### config.mk
export PLATFORM = sky130hd
export DESIGN_NAME = tim_image_stream_parser
export DESIGN_NICKNAME = d
export VERILOG_FILES = /design/src/rtl/core/tim_pkg.sv /design/src/rtl/core/tim_front.sv /design/src/rtl/core/tim_queue.sv /design/src/rtl/core/tim_back.sv /design/src/rtl/core/tim_image_stream_parser.sv
export SDC_FILE = /design/constraint.sdc
export NUM_CORES = 1
export LEC_CHECK = 0
export ABC_AREA = 1
export BUFFER_PORTS_ARGS = -buffer_cell sky130_fd_sc_hd__buf_2
export CORE_ASPECT_RATIO = 1.75
export CORE_MARGIN = 2
export CORE_UTILIZATION = 45
export CTS_CLUSTER_DIAMETER = 30
export DETAILED_ROUTE_END_ITERATION = 6
export GPL_ROUTABILITY_DRIVEN = 0
export MAX_ROUTING_LAYER = met4
export PLACE_DENSITY = 0.7
export RECOVER_POWER = 100
export SLEW_MARGIN = 0
export SYNTH_ARGS = -nofsm -noshare
export SYNTH_HDL_FRONTEND = slang
export SYNTH_SLANG_ARGS = --single-unit
export TNS_END_PERCENT = 100
### constraint.sdc
create_clock -name clk -period 18.2 [get_ports clk]
set_clock_uncertainty 0.2 [all_clocks]
set_input_delay 1.82 -clock clk [delete_from_list [all_inputs] [get_ports clk]]
set_output_delay 1.82 -clock clk [all_outputs]
set_load 0.01 [all_outputs]
### src/rtl/core/tim_pkg.sv
// Shared types and constants of the TIM image stream parser.
package tim_pkg;

  localparam logic [7:0]  TIM_ID        = 8'h10;
  localparam logic [31:0] MIN_BLOCK_LEN = 32'd12;

  localparam logic [2:0] KIND_PAL_HDR = 3'd0;
  localparam logic [2:0] KIND_PIX_HDR = 3'd1;
  localparam logic [2:0] KIND_PAL_COL = 3'd2;
  localparam logic [2:0] KIND_INDEX   = 3'd3;
  localparam logic [2:0] KIND_DIRECT  = 3'd4;
  localparam logic [2:0] KIND_ERROR   = 3'd5;

  localparam logic [2:0] ERR_NONE      = 3'd0;
  localparam logic [2:0] ERR_BAD_ID    = 3'd1;
  localparam logic [2:0] ERR_MODE      = 3'd2;
  localparam logic [2:0] ERR_SHORT     = 3'd3;
  localparam logic [2:0] ERR_TRUNCATED = 3'd4;

  // Work classes handed from front to back.
  localparam logic [2:0] CMD_HDR    = 3'd0;
  localparam logic [2:0] CMD_COL15  = 3'd1;
  localparam logic [2:0] CMD_IDX4   = 3'd2;
  localparam logic [2:0] CMD_IDX8   = 3'd3;
  localparam logic [2:0] CMD_RGB24  = 3'd4;
  localparam logic [2:0] CMD_ERROR  = 3'd5;

  typedef struct packed {
    logic [2:0]  cmd;
    logic        pal;
    logic [47:0] data;
    logic [63:0] hdr;
    logic [2:0]  mode;
    logic [2:0]  err;
  } tim_cmd_t;

  typedef struct packed {
    logic [2:0]  kind;
    logic [7:0]  red;
    logic [7:0]  green;
    logic [7:0]  blue;
    logic        stp;
    logic [15:0] org_x;
    logic [15:0] org_y;
    logic [15:0] width;
    logic [15:0] height;
    logic [2:0]  pixel_mode;
    logic [2:0]  error_code;
    logic        last;
  } tim_rec_t;

endpackage

### src/rtl/core/tim_front.sv
// Byte parser: walks the file layout; one work command per completed unit or error.
module tim_front (
  input  logic              clk,
  input  logic              rst_n,
  input  logic              in_valid,
  output logic              in_ready,
  input  logic [7:0]        in_data_byte,
  input  logic              in_first_byte,
  input  logic              in_last_byte,
  output logic              cmd_valid,
  input  logic              cmd_ready,
  output tim_pkg::tim_cmd_t cmd
);
  import tim_pkg::*;

  localparam logic [3:0] PH_ID       = 4'd0;
  localparam logic [3:0] PH_ID_REST  = 4'd1;
  localparam logic [3:0] PH_FLAGS    = 4'd2;
  localparam logic [3:0] PH_PAL_LEN  = 4'd3;
  localparam logic [3:0] PH_PAL_HDR  = 4'd4;
  localparam logic [3:0] PH_PAL_DATA = 4'd5;
  localparam logic [3:0] PH_PIX_LEN  = 4'd6;
  localparam logic [3:0] PH_PIX_HDR  = 4'd7;
  localparam logic [3:0] PH_PIX_DATA = 4'd8;
  localparam logic [3:0] PH_DONE     = 4'd9;

  logic [3:0]  phase_r, phase_nxt;
  logic [2:0]  cnt_r, cnt_nxt;
  logic [2:0]  mode_r, mode_nxt;
  logic        palp_r, palp_nxt;
  logic [31:0] remain_r, remain_nxt;
  logic [63:0] shift_r, shift_nxt;
  logic [39:0] unit_r, unit_nxt;
  logic [2:0]  ucnt_r, ucnt_nxt;

  logic        emit;
  tim_cmd_t    c;
  logic        take;

  // Effective state after an optional restart.
  logic [3:0]  ph;
  logic [2:0]  cnt, mode;
  logic        palp;
  logic [31:0] remain;
  logic [63:0] shift;
  logic [39:0] unit;
  logic [2:0]  ucnt;
  logic [63:0] shifted;
  logic [47:0] full;
  logic [2:0]  usize;
  logic        pal;
  logic [2:0]  cnt_inc, ucnt_inc;
  logic [31:0] rem_dec;

  assign in_ready = !cmd_valid || cmd_ready;
  assign take     = in_valid && in_ready;

  always_comb begin
    if (in_first_byte) begin
      ph = PH_ID; cnt = '0; mode = '0; palp = 1'b0;
      remain = '0; shift = '0; unit = '0; ucnt = '0;
    end else begin
      ph = phase_r; cnt = cnt_r; mode = mode_r; palp = palp_r;
      remain = remain_r; shift = shift_r; unit = unit_r; ucnt = ucnt_r;
    end
    phase_nxt = ph; cnt_nxt = cnt; mode_nxt = mode; palp_nxt = palp;
    remain_nxt = remain; shift_nxt = shift; unit_nxt = unit; ucnt_nxt = ucnt;
    emit = 1'b0;
    c = '0;
    cnt_inc = cnt + 3'd1;
    ucnt_inc = ucnt + 3'd1;
    shifted = shift | (64'(in_data_byte) << {cnt, 3'b000});
    full = {8'h00, unit} | (48'(in_data_byte) << {ucnt, 3'b000});
    pal = (ph == PH_PAL_DATA) || (ph == PH_PAL_HDR);
    rem_dec = (remain != '0) ? remain - 32'd1 : remain;
    if (pal)              usize = 3'd2;
    else if (mode == 3'd0) usize = 3'd1;
    else if (mode == 3'd3) usize = 3'd6;
    else                  usize = 3'd2;

    unique case (ph)
      PH_ID: begin
        if (in_data_byte != TIM_ID) begin
          emit = 1'b1; c.cmd = CMD_ERROR; c.err = ERR_BAD_ID; phase_nxt = PH_DONE;
        end else begin
          phase_nxt = PH_ID_REST; cnt_nxt = '0; shift_nxt = '0;
        end
      end
      PH_ID_REST: begin
        cnt_nxt = cnt_inc;
        if (cnt_inc >= 3'd3) begin
          phase_nxt = PH_FLAGS; cnt_nxt = '0; shift_nxt = '0;
        end
      end
      PH_FLAGS: begin
        if (cnt == 3'd0) begin
          mode_nxt = in_data_byte[2:0];
          palp_nxt = in_data_byte[3];
        end
        cnt_nxt = cnt_inc;
        if (cnt_inc >= 3'd4) begin
          phase_nxt = palp_nxt ? PH_PAL_LEN : PH_PIX_LEN; cnt_nxt = '0; shift_nxt = '0;
        end
      end
      PH_PAL_LEN, PH_PIX_LEN: begin
        shift_nxt = shifted;
        cnt_nxt = cnt_inc;
        if (cnt_inc >= 3'd4) begin
          if (shifted[31:0] < MIN_BLOCK_LEN) begin
            emit = 1'b1; c.cmd = CMD_ERROR; c.err = ERR_SHORT; phase_nxt = PH_DONE;
          end else begin
            remain_nxt = shifted[31:0] - MIN_BLOCK_LEN;
            phase_nxt = (ph == PH_PAL_LEN) ? PH_PAL_HDR : PH_PIX_HDR;
            cnt_nxt = '0; shift_nxt = '0;
          end
        end
      end
      PH_PAL_HDR, PH_PIX_HDR: begin
        shift_nxt = shifted;
        cnt_nxt = cnt_inc;
        if (cnt == 3'd7) begin
          if (!pal && remain != '0 && mode[2]) begin
            emit = 1'b1; c.cmd = CMD_ERROR; c.err = ERR_MODE; phase_nxt = PH_DONE;
          end else begin
            emit = 1'b1; c.cmd = CMD_HDR; c.hdr = shifted;
            unit_nxt = '0; ucnt_nxt = '0;
            if (remain == '0) begin
              if (pal) begin
                phase_nxt = PH_PIX_LEN; cnt_nxt = '0; shift_nxt = '0;
              end else begin
                phase_nxt = PH_DONE;
              end
            end else begin
              phase_nxt = pal ? PH_PAL_DATA : PH_PIX_DATA;
            end
          end
        end
      end
      PH_PAL_DATA, PH_PIX_DATA: begin
        remain_nxt = rem_dec;
        if (ucnt_inc < usize) begin
          unit_nxt = full[39:0]; ucnt_nxt = ucnt_inc;
        end else begin
          emit = 1'b1; c.data = full;
          if (pal || mode == 3'd2) c.cmd = CMD_COL15;
          else if (mode == 3'd0)   c.cmd = CMD_IDX4;
          else if (mode == 3'd1)   c.cmd = CMD_IDX8;
          else                     c.cmd = CMD_RGB24;
          unit_nxt = '0; ucnt_nxt = '0;
          if (rem_dec == '0) begin
            if (pal) begin
              phase_nxt = PH_PIX_LEN; cnt_nxt = '0; shift_nxt = '0;
            end else begin
              phase_nxt = PH_DONE;
            end
          end
        end
      end
      default: phase_nxt = PH_DONE;
    endcase
    c.pal = pal;
    if (ph != PH_DONE && ph <= PH_PIX_DATA && in_last_byte && phase_nxt != PH_DONE) begin
      emit = 1'b1; c = '0; c.cmd = CMD_ERROR; c.err = ERR_TRUNCATED; phase_nxt = PH_DONE;
    end
    c.mode = mode_nxt;
  end

  always_ff @(posedge clk) begin
    if (!rst_n) begin
      phase_r <= PH_ID; cnt_r <= '0; mode_r <= '0; palp_r <= 1'b0;
      remain_r <= '0; shift_r <= '0; unit_r <= '0; ucnt_r <= '0;
      cmd_valid <= 1'b0;
    end else begin
      if (cmd_valid && cmd_ready) cmd_valid <= 1'b0;
      if (take) begin
        phase_r <= phase_nxt; cnt_r <= cnt_nxt; mode_r <= mode_nxt; palp_r <= palp_nxt;
        remain_r <= remain_nxt; shift_r <= shift_nxt; unit_r <= unit_nxt;
        ucnt_r <= ucnt_nxt;
        cmd_valid <= emit;
      end
    end
  end

  always_ff @(posedge clk) begin
    if (take && emit) cmd <= c;
  end
endmodule

### src/rtl/core/tim_queue.sv
// Two-entry queue carrying work commands from the parser to the record builder.
module tim_queue (
  input  logic              clk,
  input  logic              rst_n,
  input  logic              wr_valid,
  output logic              wr_ready,
  input  tim_pkg::tim_cmd_t wr_data,
  output logic              rd_valid,
  input  logic              rd_ready,
  output tim_pkg::tim_cmd_t rd_data
);
  import tim_pkg::*;

  tim_cmd_t   mem_r [2];
  logic       wp_r, rp_r;
  logic [1:0] cnt_r;
  logic       wr, rd;

  assign wr_ready = cnt_r != 2'd2;
  assign rd_valid = cnt_r != 2'd0;
  assign rd_data  = mem_r[rp_r];
  assign wr = wr_valid && wr_ready;
  assign rd = rd_valid && rd_ready;

  always_ff @(posedge clk) begin
    if (!rst_n) begin
      wp_r <= 1'b0; rp_r <= 1'b0; cnt_r <= '0;
    end else begin
      if (wr) wp_r <= !wp_r;
      if (rd) rp_r <= !rp_r;
      cnt_r <= cnt_r + {1'b0, wr} - {1'b0, rd};
    end
  end

  always_ff @(posedge clk) begin
    if (wr) mem_r[wp_r] <= wr_data;
  end
endmodule

### src/rtl/core/tim_back.sv
// Record builder: expands each work command into one or two result beats.
module tim_back (
  input  logic              clk,
  input  logic              rst_n,
  input  logic              cmd_valid,
  output logic              cmd_ready,
  input  tim_pkg::tim_cmd_t cmd,
  output logic              rec_valid,
  input  logic              rec_ready,
  output tim_pkg::tim_rec_t rec
);
  import tim_pkg::*;

  logic     second_r;
  logic     two;
  logic     fire;
  tim_rec_t r;

  assign two  = (cmd.cmd == CMD_IDX4) || (cmd.cmd == CMD_IDX8) || (cmd.cmd == CMD_RGB24);
  assign fire = cmd_valid && (!rec_valid || rec_ready);
  assign cmd_ready = fire && (!two || second_r);

  always_comb begin
    r = '0;
    r.pixel_mode = cmd.mode;
    r.last = !two || second_r;
    unique case (cmd.cmd)
      CMD_HDR: begin
        r.kind = cmd.pal ? KIND_PAL_HDR : KIND_PIX_HDR;
        r.org_x = cmd.hdr[15:0]; r.org_y = cmd.hdr[31:16];
        r.width = cmd.hdr[47:32]; r.height = cmd.hdr[63:48];
      end
      CMD_COL15: begin
        r.kind = cmd.pal ? KIND_PAL_COL : KIND_DIRECT;
        r.red = {3'b000, cmd.data[4:0]};
        r.green = {3'b000, cmd.data[9:5]};
        r.blue = {3'b000, cmd.data[14:10]};
        r.stp = cmd.data[15];
      end
      CMD_IDX4: begin
        r.kind = KIND_INDEX;
        r.red = second_r ? {4'h0, cmd.data[7:4]} : {4'h0, cmd.data[3:0]};
      end
      CMD_IDX8: begin
        r.kind = KIND_INDEX;
        r.red = second_r ? cmd.data[15:8] : cmd.data[7:0];
      end
      CMD_RGB24: begin
        r.kind = KIND_DIRECT;
        r.red   = second_r ? cmd.data[31:24] : cmd.data[7:0];
        r.green = second_r ? cmd.data[39:32] : cmd.data[15:8];
        r.blue  = second_r ? cmd.data[47:40] : cmd.data[23:16];
      end
      CMD_ERROR: begin
        r.kind = KIND_ERROR;
        r.error_code = cmd.err;
      end
      default: r.kind = KIND_ERROR;
    endcase
  end

  always_ff @(posedge clk) begin
    if (!rst_n) begin
      rec_valid <= 1'b0; second_r <= 1'b0;
    end else begin
      if (rec_valid && rec_ready) rec_valid <= 1'b0;
      if (fire) begin
        rec_valid <= 1'b1;
        second_r <= two && !second_r;
      end
    end
  end

  always_ff @(posedge clk) begin
    if (fire) rec <= r;
  end
endmodule

### src/rtl/core/tim_image_stream_parser.sv
// Top level of the TIM image stream parser.
//   channel | direction | ports
//   in      | input     | in_valid, in_ready, in_data_byte, in_first_byte, in_last_byte
//   out     | output    | out_valid, out_ready, out_kind .. out_last
// One byte is taken per cycle while in_ready is high; the parser registers a work
// command at the accepting edge, the queue takes it once it has room, and the record
// builder emits one beat per cycle while out_ready is high, two beats for two-record units.
// Each result passes the command register, a queue entry and the record register.
// Reset is synchronous on rst_n and returns the parser to the id byte.
// Output stalls fill the queue, then hold in_ready low.
module tim_image_stream_parser (
  input  logic        clk,
  input  logic        rst_n,
  input  logic        in_valid,
  output logic        in_ready,
  input  logic [7:0]  in_data_byte,
  input  logic        in_first_byte,
  input  logic        in_last_byte,
  output logic        out_valid,
  input  logic        out_ready,
  output logic [2:0]  out_kind,
  output logic [7:0]  out_red,
  output logic [7:0]  out_green,
  output logic [7:0]  out_blue,
  output logic        out_stp,
  output logic [15:0] out_org_x,
  output logic [15:0] out_org_y,
  output logic [15:0] out_width,
  output logic [15:0] out_height,
  output logic [2:0]  out_pixel_mode,
  output logic [2:0]  out_error_code,
  output logic        out_last
);
  import tim_pkg::*;

  tim_cmd_t f_cmd, q_cmd;
  logic     f_valid, f_ready, q_valid, q_ready;
  tim_rec_t rec;

  tim_front u_front (
    .clk, .rst_n, .in_valid, .in_ready, .in_data_byte, .in_first_byte, .in_last_byte,
    .cmd_valid(f_valid), .cmd_ready(f_ready), .cmd(f_cmd)
  );

  tim_queue u_queue (
    .clk, .rst_n, .wr_valid(f_valid), .wr_ready(f_ready), .wr_data(f_cmd),
    .rd_valid(q_valid), .rd_ready(q_ready), .rd_data(q_cmd)
  );

  tim_back u_back (
    .clk, .rst_n, .cmd_valid(q_valid), .cmd_ready(q_ready), .cmd(q_cmd),
    .rec_valid(out_valid), .rec_ready(out_ready), .rec(rec)
  );

  assign out_kind       = rec.kind;
  assign out_red        = rec.red;
  assign out_green      = rec.green;
  assign out_blue       = rec.blue;
  assign out_stp        = rec.stp;
  assign out_org_x      = rec.org_x;
  assign out_org_y      = rec.org_y;
  assign out_width      = rec.width;
  assign out_height     = rec.height;
  assign out_pixel_mode = rec.pixel_mode;
  assign out_error_code = rec.error_code;
  assign out_last       = rec.last;
endmodule
* After elaboration in Yosys (flattened, before gate mapping)
Memory sizes are Yosys's and may differ from the RTL's. A register that Yosys moved wholly into a read port is not among the register bits.
Cells that the tools add are included.
** Word-level totals
- Register bits :: 378
- Latch bits :: 0
- Bits in writable memories :: 244
- Memory bits (read-only) :: 0
- Bits of input ports :: 14
- Output and inout port bits :: 101
- Memories kept :: 1
** Operators by class
- Add/sub/neg operators :: 6
- Multipliers :: 0
- Div/mod/pow operators :: 0
- Order comparisons :: 5
- Equal/unequal tests :: 21
- Shift operators :: 2
- Multiplexer cells :: 111
- Bitwise logic cells :: 5
- Reductions and logical operators :: 43
** Memories
- u_queue.mem_r :: words 2, width 122, rd ports 1, clocked after Yosys merged registers in 1, wr ports 1, RTL line tim_queue.sv:14 : tim_cmd_t mem_r [2];
** Operators with widths (count)
- 64-bit 2-to-1 mux :: 13
- 64-bit one-hot mux with 6 select lines :: 1
- 40-bit 2-to-1 mux :: 4
- 32-bit 2-to-1 mux :: 4
- 3-bit 2-to-1 mux :: 36
- 40-bit one-hot mux with 2 select lines :: 1
- 32-bit zero test :: 2
- 64-bit OR :: 1
- 32-bit one-hot mux with 2 select lines :: 1
- 8-bit by 6-bit left shift with 64-bit output :: 1
- 4-bit 2-to-1 mux :: 15
- 40-bit by 48-bit OR with 48-bit output :: 1
- 8-bit by 6-bit left shift with 48-bit output :: 1
- 32-bit by 4-bit < comparator with 1-bit output, second input constant :: 1
- 8-bit 2-to-1 mux :: 4
- 16-bit one-hot mux with 2 select lines :: 1
- 8-bit one-hot mux with 4 select lines :: 1
- 32-bit nonzero test :: 1
- 32-bit by 1-bit subtractor with 32-bit output, second input constant :: 1
- 32-bit by 4-bit subtractor with 32-bit output, second input constant :: 1
- 3-bit one-hot mux with 4 select lines :: 2
- 4-bit one-hot mux with 6 select lines :: 1
- 1-bit 2-to-1 mux :: 20
- 3-bit one-hot mux with 6 select lines :: 1
- 31 further kinds :: 78

* Logic depth before layout (Yosys ltp)
Gate-level depths: netlist of the first run.
- Depth after elaboration :: 13
- Depth in mapped cells :: 25

* By module
From an unflattened synthesis of the first run, not the netlist that was laid out.
** Second synthesis, totals
- Cells, all modules :: 3385
- Area, all modules :: 31074.8 µm²
** By module, submodules not included
- tim_front :: instances 1, cells each 2525, area an instance 17304.1 µm², sequential area each 6686.4 µm²
- tim_queue :: instances 1, cells each 416, area an instance 9370.2 µm², sequential area each 7427.1 µm²
- tim_back :: instances 1, cells each 444, area an instance 4400.5 µm², sequential area each 3012.9 µm²

* Worst setup path after synthesis of the first run
No wires, ideal clock.
- Path type :: in2reg
- Start point :: input out_ready
- End point :: register u_queue.cnt_r[1]
- Setup time :: 0.070 ns
- Arrival time :: 7.956 ns
- Slack :: 9.974 ns
- Stages on the path :: 10
- Cells stage by stage :: nor2_1 > a21oi_1 > nand2_1 > inv_1 > ha_1 > inv_1 > ha_1 > xor2_1 > o21ai_0 > a21oi_1
** Between the ends
- Longest elaborated chain between the ends :: 5
** RTL lines
- start, declared :: RTL line tim_image_stream_parser.sv:20 : input logic out_ready,
- 1-bit logical OR :: RTL line tim_back.sv:20 : assign fire = cmd_valid && (!rec_valid || rec_ready);
- 1-bit logical AND :: RTL line tim_back.sv:20
- net u_back.fire :: RTL line tim_back.sv:16 : logic fire;
- 1-bit logical AND :: RTL line tim_back.sv:21 : assign cmd_ready = fire && (!two || second_r);
- 1-bit logical AND :: RTL line tim_queue.sv:23 : assign rd = rd_valid && rd_ready;
- net u_queue.rd :: RTL line tim_queue.sv:17 : logic wr, rd;
- 2-bit by 1-bit subtractor with 2-bit output :: RTL line tim_queue.sv:31 : cnt_r <= cnt_r + {1'b0, wr} - {1'b0, rd};
- end signal, assigned :: RTL line tim_queue.sv:31
- end, declared :: RTL line tim_queue.sv:16 : logic [1:0] cnt_r;
The timed path passes the listed nets, and every way through them passes these cells.
A chain may end at the register's enable or synchronous reset.

* Final worst setup path of the first run
- Start point :: input in_first_byte
- End point :: register u_front.cmd[86] in the netlist's numbering, data pin
** RTL lines
- start, declared :: RTL line tim_image_stream_parser.sv:17 : input logic in_first_byte,
- 3-bit 2-to-1 mux :: RTL line tim_front.sv:59 : if (in_first_byte) begin
- 8-bit by 6-bit left shift with 64-bit output :: RTL line tim_front.sv:72 : shifted = shift | (64'(in_data_byte) << {cnt, 3'b000});
- 64-bit OR * :: RTL line tim_front.sv:72
- net u_front.shifted[2] :: RTL line tim_front.sv:48 : logic [63:0] shifted;
- 32-bit by 4-bit < comparator with 1-bit output * :: RTL line tim_front.sv:109 : if (shifted[31:0] < MIN_BLOCK_LEN) begin
- 4-bit 2-to-1 mux * :: RTL line tim_front.sv:109
- 4-bit 2-to-1 mux * :: RTL line tim_front.sv:108 : if (cnt_inc >= 3'd4) begin
- 4-bit one-hot mux with 6 select lines * :: RTL line tim_front.sv:81 : unique case (ph)
- 4-bit inequality test * :: RTL line tim_front.sv:162 : if (ph != PH_DONE && ph <= PH_PIX_DATA && in_last_byte && phase_nxt != PH_DONE) begin
- 1-bit logical AND * :: RTL line tim_front.sv:162
- 3-bit OR reduction (no line) *
- end signal, assigned :: RTL line tim_front.sv:185 : if (take && emit) cmd <= c;
- end, declared :: RTL line tim_front.sv:12 : output tim_pkg::tim_cmd_t cmd
The timed path passes the listed nets; every way through them passes the cells marked *. The select of a mux whose other input is x is not followed.

==> metrics.md, run 1 <==
| Metric | Value |
|---|---|
| Max-slew violations | 816 |
| Slew Limit Headroom | -150% |
| Fmax | 80.6 MHz |
| DP Worst Slack | approximately 10 ns |
| CTS Buffer Depth | 3 |
| CTS resizes | 0 |
| Final nets | about 3,400 |
| Number of top-level pins | approximately 120 |
| Peak supply drop | 0.0000636 V |
| Yosys top cell area share | 46.9% |
| Final WS setup | 5.79 ns |
| Total GRT Usage | 24.6% |
| Syn_nets | 3,323 |
| Footprint of the multi-input gates | about 10,000 um2 |
| Type of the tightest min-delay check | flop to flop |
| Die width | 198 um |
| Placed Cells | 4,140 |
| DP Area | 30,900 um2 |
| Post-DR wirelength/cell | 19.2 um |
| Core area | 65,500 um2 |
| Actual slew at the worst max-slew pin | 3.74 ns |
| Via density | 5.59 |
| Crit start category | input port |
| Failing checks | capacitance limit, slew limit |
| Leak | 13.0 nW |
| Tmin final | 12.41 ns |
| Reg2reg start | u_front.cnt_r[2] |
| Final period util | approximately 70% |
| DRC violation total after the first TritonRoute iteration | 2,283 |
| Fillers | 6,026 |
| Initial Util | 45.5% |
| Worst r2r dst | u_front.cmd[86] |
| Max-Cap Viols | 15 |
| Setup violators final | 0 |
| Port Buf Inserts | 114 |
| Hold path start | u_front.cmd[110] |
| Seq pwr share | 43.6% |
| # H-tree levels | 3 |
| Clk Latency, worst-skew pair | 0.61 ns |
| Worst Hold Depth | 0 |
| Global-route wire length before repair | 126,000 um |
| Internal cell power | between 2 and 3 mW |
| CTS hold repair buffers | 0 |
| CP Data Arrival Time | 12.62 ns |
| RSZ-0062 raised after global routing | false |
| Yosys Warn Count | 0 |
| Post-synth top area cell | edfxtp_1 |
| First drt pass iteration count | 6 |
| #FFs+latches synth | just over 600 |
| Switching part of the total | 31.8% |
| CP Capture Type | flop |
| Clock Pin Slew Worst Setup and Hold Paths | 0.06 ns |
| Post-route cell area | 33,200 um2 |
| Critical path class | input port to flop |
| Vias in the first global route | about 23,000 |
| Clk pwr share | 35.9% |
| Reg2Reg Setup Slack | 9.26 ns |
| Cell row count | 124 |
| Die area | 68,300 um2 |
| Share of layout cells above drive strength 1 | 6.65% |
| CTS tree | done |
| Combinational share of power | 20.5% |
| Setup TNS Final | 0 ns |
| Avg Inst Size Synth | ~9.0 um2 |
| CTS Buf Count | 75 |
| Synth cell count leaders | nand2_1, edfxtp_1, inv_1 |
| Count leader, synth | nand2_1 |
| NetSw | 1.37 mW |
| Crit path max fanout | 69 |
| Power Density | 129 nW/um2 |
| Initial antenna violation count | 0 |
| DRC | 0 |
| Die Y | 344 um |
| Tot Pwr | between 4 and 5 mW |
| Dpl hpwl | ~54,000 um |
| Hold path endpoint | u_queue.mem_r[0][110] |
| Post CTS Setup Buffer Count | 0 |
| Clock Sinks | 623 |
| Mapped Area | approximately 30,000 um2 |
| Synth Instances | 3,296 |
| Number of diodes | 0 |
| Final hold vios | 0 |
| Sequential area share after synthesis | 57.5% |
| FFs w/ async S/R, synth | 0% |
| CP required | 18.40 ns |
| Synth unique cells | 55 |
| WL final | 82,000 um |
| Vias | 23,900 |
| Post-DRT Antenna Nets | 0 |
| Seq. cell area | 17,100 um2 |
| Largest net degree at the start of global routing | 97 |
| Post-synth top flop | edfxtp_1 |
| EDFF count, synth | ~470 |
| Synth-to-Final Area Change | 11.6% |
| R2R depth | 18 |
| Gr ovfl total | 0 |
| Root buf cell | clkbuf_16 |
| Synth area leaders | edfxtp_1, dfxtp_1, nand2_1 |
| Status | finished with violations |
| Non-Filler Instances | 4,280 |
## logic make-up after synthesis
kind of cell / share of synthesized area (%)
flip-flops: 57.5
XOR/XNOR: 0.882
adder cells (fa/ha/maj): 0.546
AO/OA/AOI/OAI: 16.1
multiplexers: 0.269
buffers and inverters: 8.26
AND/OR/NAND/NOR: 16.4
## worst max-delay path, stage by stage
cell	delay, ns
clkbuf_1	1.27
inv_1	0.42
clkbuf_1	2.30
nand2_1	1.33
nand3_1	0.43
o21ai_0	0.23
ha_1	0.41
nor2_1	0.14
nand2_1	0.11
nor2_1	0.29
nand2_1	0.16
nor2_1	0.29
nand2_1	0.26
nand2_1	0.71
inv_1	0.54
nand2_1	0.16
a21oi_1	0.09
nand2_1	0.07
nand3_1	0.12
nand2_4	0.15
nand2_1	0.76
nor2_1	0.44
## cells in the final DEF, fill, tap and decap left out, types with 8 or more instances in the layout
| cell | n |
|---|---|
| nand2_1 | 579 |
| edfxtp_1 | 465 |
| nor2_1 | 418 |
| inv_1 | 416 |
| o21ai_0 | 276 |
| a21oi_1 | 266 |
| dfxtp_1 | 158 |
| clkbuf_1 | 125 |
| nand3_1 | 85 |
| clkbuf_16 | 77 |
| a31oi_1 | 61 |
| nor3_1 | 42 |
| o221ai_1 | 32 |
| o22ai_1 | 31 |
| xor2_1 | 28 |
| o211ai_1 | 26 |
| a221oi_1 | 23 |
| a22oi_1 | 23 |
| a211oi_1 | 20 |
| buf_4 | 19 |
| o21ai_1 | 14 |
| nand2_2 | 13 |
| ha_1 | 13 |
| buf_2 | 12 |
| nand4_1 | 11 |
| clkinv_1 | 10 |
| inv_6 | 10 |
| inv_2 | 9 |
| nor2_2 | 9 |
| a31o_1 | 9 |
| mux2i_1 | 8 |
## routing by layer
| metal | part of all wire (%) | wire length, um | track usage, % |
|---|---|---|---|
| met1 | 37 | 30400 | 27.6 |
| met2 | 48 | 39400 | 40.4 |
| met3 | 6.7 | 5500 | 3.61 |
| met4 | 8.1 | 6650 | 17.2 |
| met5 | 0 | 0 | - |
## worst max-delay path by stage
stage,from,slack [ns],to,cells after the start
2_1_floorplan,out_ready,9.97,u_queue.cnt_r[1],10
3_3_place_gp,in_first_byte,10.02,u_front.cmd[19],24
3_5_place_dp,in_first_byte,9.91,u_front.cmd[19],24
4_1_cts,in_first_byte,10.52,u_front.cmd[19],24
5_1_grt,in_first_byte,4.99,u_front.cmd[103],22
6_report,in_first_byte,5.79,u_front.cmd[86],22
## sequential cells by signal, summed over array words and instances (netlist names), 4 cells and up, named ones only
| name | flops |
|---|---|
| u_front.phase_r | 4 |
| u_front.unit_r | 40 |
| u_front.remain_r | 32 |
| u_front.shift_r | 64 |
| u_back.rec | 99 |
| u_front.cmd | 122 |
| u_queue.mem_r | 244 |
## power groups by stage
stage / combinational (mW) / sequential, mW / clock (mW)
2_1_floorplan: 0.547 / 1.95 / 0
4_1_cts: 0.904 / 1.86 / 1.56
3_5_place_dp: 0.900 / 1.89 / 0
3_3_place_gp: 0.890 / 1.89 / 0
5_1_grt: 0.977 / 1.90 / 1.62
6_report: 0.882 / 1.88 / 1.54
## layout make-up
type	instances	area share (%)
repair buffers	147	1.92
clock inverters	52	1.89
clock buffers	88	5.98
inverters	436	4.95
multi-input cells	2052	30.4
well taps	882	3.32
flip-flops and latches	623	51.5
## metrics by stage
step	util, %	hold slack (ns)
after floorplan	-	0.221
after global placement	47.3	0.223
after detailed placement	47.3	0.230
after CTS	51.3	0.233
after global routing	50.8	0.247
final	50.8	0.240
(Power assumes the default switching activity.)
==> inputs of run 2 (changes only) <==
clock period = 12.05 ns   (was 18.2 ns; I/O delays follow)
==> run 2 against run 1 <==
- the run still ends with capacitance limit, slew limit left
- count of clock-buffer cells in the layout did not move
- non-clock buffer count did not move
- die area did not move
- register-to-register slack got worse by 4.6 ns
- sequential share of layout area rose by 0.18 points
- critical endpoint is now u_front.cmd[7]
==> metrics.md, run 2 (same netlist as run 1, synthesis figures left out) <==
| Metric | Value |
|---|---|
| Core area | 65,500 um2 (unchanged) |
| Max-slew violations | 626 (-23%) |
| Via density | 5.60 (+0.17%) |
| Fmax | 109 MHz |
| DRC | 0 (unchanged) |
| CTS hold repair buffers | 0 (unchanged) |
| Number of top-level pins | 115 (unchanged) |
| First drt pass iteration count | 7 (+1) |
| NetSw | 2.07 mW (+51%) |
| Crit start category | input port |
| Actual slew at the worst max-slew pin | 3.62 ns (-0.122 ns) |
| Die width | 198 um (unchanged) |
| Final period util | between 70 and 80% |
| Top Metal Used | met4 |
| Seq pwr share | 44.5% (+0.9 points) |
| Delay-heaviest family, CP | buffers and inverters |
| Hold Slack | 0.244 ns (+0.00359 ns) |
| Wl on met1 | 30,200 um (-0.62%) |
| Switching part of the total | 32.5% (+0.69 points) |
| Fillers | 6,037 (+0.18%) |
| Cell mode on critical path | nand2_1 |
| Commonest cells after routing, fill and taps aside | nand2_1, edfxtp_1, nor2_1, inv_1, o21ai_0 |
| # H-tree levels | 3 (unchanged) |
| CTS Buf Count | 73 (-2.7%) |
| Combinational share of power | 20.9% (+0.4 points) |
| Vias in the first global route | 22,600 (-0.76%) |
| Setup TNS Final | 0 ns (unchanged) |
| Peak supply drop | 0.0000960 V (+51%) |
| DP Area | 30,900 um2 (unchanged) |
| Cell row count | 124 (unchanged) |
| CP Data Arrival Time | 9.24 ns (-3.38 ns) |
| Gr ovfl total | 0 (unchanged) |
| Post-Route Utilization | 50.6% (-0.17 points) |
| Dpl hpwl | 54,500 um (about the same) |
| CTS tree | done |
| Slowest Stage Delay on Critical Path | 2.49 ns (+0.19 ns) |
| Post CTS Setup Buffer Count | 0 (unchanged) |
| Most common cell after layout, fill and taps aside | nand2_1 |
| Tot Pwr | 6.37 mW (+48%) |
| Clock Sinks | 623 (unchanged) |
| Failing checks | capacitance limit, slew limit |
| Power Density | 192 nW/um2 (+49%) |
| Clk pwr share | 34.7% (-1.2 points) |
| Slew Limit Headroom | -141% (+8.2 points) |
| CP required | 12.09 ns (-6.31 ns) |
| Non-Filler Instances | 4,275 (-0.12%) |
| Metal3 WL | 5710 um (+3.7%) |
| Largest regs | u_queue.mem_r x244, u_front.cmd x122, u_back.rec x99 |
| Clock Pin Slew Worst Setup and Hold Paths | 0.06 ns (about the same) |
| Final nets | 3,360 (-0.059%) |
| Global-route wire length before repair | 126,000 um (-0.19%) |
| Port Buf Inserts | 114 (unchanged) |
| Initial antenna violation count | 0 (unchanged) |
| CTS resizes | 0 (unchanged) |
| Synth-to-Final Area Change | 11.2% |
| Status | finished with violations |
| WL final | 81,900 um (-0.12%) |
| DP Worst Slack | 4.36 ns (-5.55 ns) |
| RSZ-0062 raised after global routing | false |
| Die area | 68,300 um2 (unchanged) |
| Total GRT Usage | 24.5% (-0.075 points) |
| Leak | 13.0 nW (-0.30%) |
| Post-DR wirelength/cell | 19.2 um (about the same) |
| Final WS setup | 2.85 ns (-2.94 ns) |
| Setup violators final | 0 (unchanged) |
| Post-route cell area | 33,100 um2 (-0.34%) |
| Tmin final | 9.20 ns |
| Placed Cells | 4,140 (unchanged) |
| Met2 routed WL | 39,700 um (+0.60%) |
| CP cell instances | clkbuf_1 -> inv_2 -> buf_4 -> nand2_2 -> nand3_1 -> o21ai_0 -> ha_1 -> nor2_1 -> nand2_1 -> nor2_1 -> nand2_1 -> nor2_1 -> nand2_2 -> nand2_2 -> inv_2 -> nand2_1 -> a21oi_1 -> nand2_1 -> nand3_1 -> nand2_4 -> nand2_1 -> nand2_1 -> inv_4 -> buf_4 |
| Post-DRT Antenna Nets | 0 (unchanged) |
| WP buf/inv | 6 (+2) |
| Vias | 23,900 (+0.054%) |
| Largest net degree at the start of global routing | 97 (unchanged) |
| Root buf cell | clkbuf_16 |
| Type of the tightest min-delay check | flop to flop |
| Die Y | 344 um (unchanged) |
| Critical Path Slowest Stage Cell | clkbuf_1 |
| Internal cell power | 4.30 mW (+47%) |
| CTS Buffer Depth | 3 (unchanged) |
| Clk Latency, worst-skew pair | 0.62 ns (about the same) |
| DRC violation total after the first TritonRoute iteration | 2,485 (+8.8%) |
| Final hold vios | 0 (unchanged) |
| Critical path class | input port to flop |
| Top reg by flops | u_queue.mem_r |
| Initial Util | 45.5% (unchanged) |
| Share of layout cells above drive strength 1 | 6.78% (+0.13 points) |
| Crit path max fanout | 69 (unchanged) |
| Largest register FFs | 244 (unchanged) |
| CP Capture Type | flop |
| Max-Cap Viols | 11 (-4) |
-- run 2: changes by cell type in the layout (fill, tap and decap cells not counted), sizes merged --
| cell | delta |
|---|---|
| diode | +1 |
| clkinv | -4 |
| bufinv | -6 |
| inv | +10 |
| clkbuf | -3 |
| buf | +3 |
| clkinvlp | -6 |
-- run 2: final timing paths --
kind / to / cells after the start / startpoint / slack, ns
hold reg to reg: u_queue.mem_r[1][91] / 0 / u_front.cmd[91] / 0.24
setup / recovery: u_front.cmd[7] / 24 / in_first_byte / 2.85
hold / removal: u_queue.mem_r[1][91] / 0 / u_front.cmd[91] / 0.24
setup reg to reg: u_back.rec[42] / 9 / flop / 4.65
-- run 2: metal layers --
| metal | vias to the layer above | track usage [%] |
|---|---|---|
| li1 | 11300 | - |
| met1 | 11100 | 27.6 |
| met2 | 1123 | 40.3 |
| met3 | 367 | 3.62 |
| met4 | 0 | 16.9 |
| met5 | - | - |
-- run 2: power groups by stage --
stage	Combinational (mW)	Clock [mW]	Sequential, mW
6_report	1.33	2.21	2.83
5_1_grt	1.47	2.33	2.86
4_1_cts	1.37	2.24	2.81
3_5_place_dp	1.36	0	2.86
3_3_place_gp	1.34	0	2.85
2_1_floorplan	0.827	0	2.94
-- run 2: cell type report --
cell class                 instances  area [um2]  share of cell area [%]
clock inverter                    46         494                    1.49
sequential                       623       17100                    51.7
clock buffer                      88        1980                    5.97
antenna                            1        2.50                 0.00755
inverter                         436        1650                    4.97
timing repair buffer             147         649                    1.96
tap                              882        1100                    3.33
multi-input combinational       2052       10100                    30.6
